$ cat config.mk
export PLATFORM = sky130hd
export DESIGN_NAME = svbc_alu
export DESIGN_NICKNAME = d
export VERILOG_FILES = /design/src/svbc_pkg.sv /design/src/svbc_alu.sv
export SDC_FILE = /design/constraint.sdc
export NUM_CORES = 2
export LEC_CHECK = 0
export BUFFER_PORTS_ARGS = -buffer_cell sky130_fd_sc_hd__buf_2
export CAP_MARGIN = 20
export CELL_PAD_IN_SITES_DETAIL_PLACEMENT = 1
export CELL_PAD_IN_SITES_GLOBAL_PLACEMENT = 2
export CORE_UTILIZATION = 40
export DETAILED_ROUTE_END_ITERATION = 8
export PLACE_DENSITY = 0.89
export SLEW_MARGIN = 20
export SYNTH_ARGS = -nofsm -noshare
export SYNTH_HDL_FRONTEND = slang
export SYNTH_SLANG_ARGS = --single-unit
$ cat constraint.sdc
create_clock -name vclk -period 10.7
set_input_delay 1.07 -clock vclk [all_inputs]
set_output_delay 1.07 -clock vclk [all_outputs]
set_load 0.01 [all_outputs]
$ cat src/svbc_pkg.sv
`timescale 1ns / 1ps
`default_nettype none

package svbc_pkg;

  localparam int unsigned WordW = 64;
  localparam int unsigned HalfW = 32;
  localparam int unsigned EtypeW = 3;
  localparam int unsigned StatusW = 2;

  localparam logic [StatusW-1:0] STATUS_OK       = 2'd0;
  localparam logic [StatusW-1:0] STATUS_NO_OWNER = 2'd1;
  localparam logic [StatusW-1:0] STATUS_RANK     = 2'd2;
  localparam logic [StatusW-1:0] STATUS_BOUNDS   = 2'd3;

  localparam logic [EtypeW-1:0] ET_BOOL = 3'd0;
  localparam logic [EtypeW-1:0] ET_U8   = 3'd1;
  localparam logic [EtypeW-1:0] ET_F16  = 3'd2;
  localparam logic [EtypeW-1:0] ET_I32  = 3'd3;
  localparam logic [EtypeW-1:0] ET_U32  = 3'd4;
  localparam logic [EtypeW-1:0] ET_F32  = 3'd5;
  localparam logic [EtypeW-1:0] ET_F64  = 3'd6;

  typedef struct packed {
    logic [HalfW-1:0] mul_a;
    logic [HalfW-1:0] mul_b;
    logic [WordW-1:0] add_a;
    logic [WordW-1:0] add_b;
    logic             add_sub;
  } alu_req_t;

  typedef struct packed {
    logic [WordW-1:0] prod;
    logic [WordW-1:0] sum;
    logic             carry;
  } alu_rsp_t;

  function automatic logic [3:0] elem_bytes(input logic [EtypeW-1:0] code);
    logic [3:0] n;
    case (code)
      ET_BOOL, ET_U8:         n = 4'd1;
      ET_F16:                 n = 4'd2;
      ET_I32, ET_U32, ET_F32: n = 4'd4;
      ET_F64:                 n = 4'd8;
      default:                n = 4'd0;
    endcase
    return n;
  endfunction

endpackage

`default_nettype wire

$ cat src/svbc_alu.sv
`timescale 1ns / 1ps
`default_nettype none

// Shared datapath: one 32x32 multiplier and one 64-bit add/subtract.
// On subtract, carry high means no borrow (a >= b).
module svbc_alu (
  input  svbc_pkg::alu_req_t req,
  output svbc_pkg::alu_rsp_t rsp
);

  logic [svbc_pkg::WordW-1:0] b_op;
  logic [svbc_pkg::WordW:0]   wide;

  assign b_op = req.add_sub ? ~req.add_b : req.add_b;
  assign wide = {1'b0, req.add_a} + {1'b0, b_op}
              + {{svbc_pkg::WordW{1'b0}}, req.add_sub};

  assign rsp.prod  = {{svbc_pkg::HalfW{1'b0}}, req.mul_a}
                   * {{svbc_pkg::HalfW{1'b0}}, req.mul_b};
  assign rsp.sum   = wide[svbc_pkg::WordW-1:0];
  assign rsp.carry = wide[svbc_pkg::WordW];

endmodule

`default_nettype wire

==> flow_summary.rst <==
.. list-table::
   :header-rows: 1

   * - Metric
     - Value
   * - Run status
     - finished, final reports clean
   * - Gp weighted congestion
     - 0.905
   * - Count of cell types in the netlist
     - 73
   * - Maximum number of pins on one net before global-route repair
     - 38
   * - Slowest library cell on the worst path
     - fa_1
   * - Post-route minimum period
     - ~10 ns
   * - Total of fill cells in the finished design
     - 11.2k
   * - Starting density of the core
     - 0.404
   * - Max capacitance violation total
     - 0
   * - Net count reported at finish
     - roughly 5.9k
   * - Global-route wire length before repair
     - 194 mm
   * - Core footprint
     - about 0.093 mm2
   * - Area occupied by multi-input gates
     - between 0.03 and 0.04 mm2
   * - Worst path required time
     - ~9.6 ns
   * - Largest stage delay on the critical path
     - between 0.5 and 0.6 ns
   * - First-pass DRT Iterations
     - 5
   * - Post-route setup slack
     - 0.292 ns
   * - Total congestion overflow
     - 0
   * - Number of flip-flops and latches
     - 0
   * - Max-slew headroom
     - 0.422
   * - Unrepaired setup endpoints after global routing
     - false
   * - Largest area contributor in the netlist
     - fa_1
   * - Die Height
     - slightly above 300 um
   * - Worst path arrival time
     - ~9.3 ns
   * - Crit start category
     - primary input
   * - Sum of negative setup slack
     - 0 ns
   * - Num ports
     - 322
   * - Number of endpoints with negative hold slack in the final report
     - 0
   * - Antenna-violating nets left
     - 0
   * - Class of the most critical setup path
     - in2out
   * - Area enclosed by the die boundary
     - around 0.096 mm2
   * - Syn avg cell area
     - roughly 8.7 um2
   * - Syn nets
     - just under 6k
   * - Area growth from synthesis to layout
     - 7.67%
   * - Worst-Margin Slew
     - around 0.86 ns
   * - CP Capture Type
     - primary output
   * - Sequential area share after synthesis
     - 0
   * - FF+latch area
     - 0 um2
   * - Cell area after synthesis
     - approximately 0.038 mm2
   * - Overall fraction of global-route tracks in use
     - 0.262
   * - Number of input and output port buffers inserted
     - approximately 320
   * - Setup violations, final
     - 0
   * - Post-Place Setup Slack
     - ~0.13 ns
   * - Fraction of post-synthesis cell area in the top cell type by area
     - 0.476
   * - CP max FO
     - 17
   * - Row cnt
     - 112
   * - Average wire length per cell after detail routing
     - around 21 um
   * - Wire length reported by the detailed router
     - around 120 mm
   * - Final standard cell utilization of the core
     - 0.435
   * - Number of standard cells after synthesis
     - 4348
   * - Die X-Extent
     - between 300 and 400 um
   * - Most frequent CP cell
     - fa_1
   * - Iteration-0 DRC count of the detailed router
     - about 1.3k
   * - Dominant cells by area after synthesis
     - fa_1 (48%), ha_1 (11%), and2_1 (9.7%), inv_1 (9.3%), nand2_1 (5.3%)
   * - Fraction of the cycle the final worst path needs
     - 0.973
   * - Number of gates on the worst path with buffers counted
     - 28
   * - End of the critical path
     - rsp[121]
   * - Worst path bufs/invs
     - 9
   * - Max-slew violation count
     - 0
   * - Worst setup path startpoint
     - req[182]
   * - Half-perimeter wire length after detailed placement
     - 106 mm
   * - Initial antenna violation count
     - 10
   * - Number of global-route vias before repair
     - between 30k and 40k
   * - Post-CTS setup repair buffer count
     - 0
   * - Maximum clock rate
     - between 90 and 100 MHz
   * - Number of clock-tree buffers in the layout
     - 0
   * - Vias post-DR
     - roughly 30k
   * - Number of warning messages in the yosys log
     - 0
   * - Cell family with the largest share of critical-path delay
     - adder cells
   * - Routed vias/inst
     - roughly 5.2
   * - Hold WC Path Type
     - in2out
   * - Share of layout cells above drive strength 1
     - 0.0925
   * - DRC violations left
     - 0
## worst min-delay path: cells and delay by family
| kind | cells | cell delay (ns) |
|---|---|---|
| buf+inv | 2 | 0.22 |
| xor+xnor | 1 | 0.06 |
## synth_stat cells (all sizes together) (18+ instances only)
| master | instances |
|---|---|
| nand2 | 534 |
| xnor2 | 84 |
| a21o | 75 |
| ha | 326 |
| xor2 | 98 |
| and2 | 587 |
| o21ai | 75 |
| nand4 | 21 |
| fa | 897 |
| inv | 939 |
| nand3 | 28 |
| nor2 | 61 |
| o21bai | 26 |
| and3 | 18 |
| clkbuf | 236 |
| a21oi | 150 |
## logic make-up after synthesis
| logic type | Yosys count | synth area share |
|---|---|---|
| buffers and inverters | 1185 | 0.118 |
| adders and majority gates | 1223 | 0.584 |
| muxes | 2 | 0.000563 |
| and+or+nand+nor | 1315 | 0.178 |
| xor gates and xnor gates | 182 | 0.0422 |
| AOI/OAI and AO/OA | 441 | 0.0776 |
## layout make-up
cell class | count | share of cell area
Timing Repair Buffer | 395 | 0.0547
Inverter | 939 | 0.0867
Antenna cell | 9 | 0.000554
Multi-Input combinational cell | 3163 | 0.819
Tap cell | 1254 | 0.0386
## worst min path at each step
stage	cells past startpoint	slack, ns	start	end
after floorplan	1	2.22	req[1]	rsp[1]
after global placement	3	2.42	req[65]	rsp[1]
after detailed placement	3	2.42	req[65]	rsp[1]
after CTS	3	2.42	req[65]	rsp[1]
after global routing	3	2.43	req[65]	rsp[1]
final	3	2.42	req[65]	rsp[1]
## cells in the final DEF, fill, tap and decap left out, types with 5 or more instances in the layout
master       n
inv_1      939
fa_1       897
and2_1     586
nand2_1    534
ha_1       326
buf_2      302
a21oi_1    148
xor2_1      98
xnor2_1     84
a21o_1      75
o21ai_0     73
buf_4       73
nor2_1      61
nand3_1     27
o21bai_1    26
nand4_1     21
clkbuf_4    19
and3_1      18
nor3_1      15
a31oi_1     15
o21a_1      14
a211oi_1    13
nor2b_1     13
diode_2      9
nand2b_1     9
nor4_1       8
and4_1       5
o31ai_1      5
a21boi_0     5
o2111ai_1    5
nand3b_1     5
a41oi_1      5
a211o_1      5
## layer usage
layer	GRT usage	routed length [um]	vias up
li1	-	-	13300
met1	0.327	49900	15900
met2	0.476	63200	652
met3	0.0166	3920	217
met4	0.0946	5080	2
met5	0	12	-
## per-stage QoR
stage | cells | cell area [um2] | hold slack [ns]
finish | 5760 | 40600 | 2.42
global route | 5758 | 40600 | 2.43
CTS | 5751 | 40600 | 2.42
detailed placement | 5751 | 40600 | 2.42
global placement | 5751 | 40600 | 2.42
floorplan | 4348 | 37700 | 2.22
## repair_timing
| item | CTS | global route |
|---|---|---|
| resized for setup | 0 | 21 |
| hold buffers | 0 | 0 |
| setup endpoints to repair | 0 | 6 |
Power is left out: the tool's default activity adds up to more than one toggle a clock period on the data nets, which glitch-free logic cannot reach.
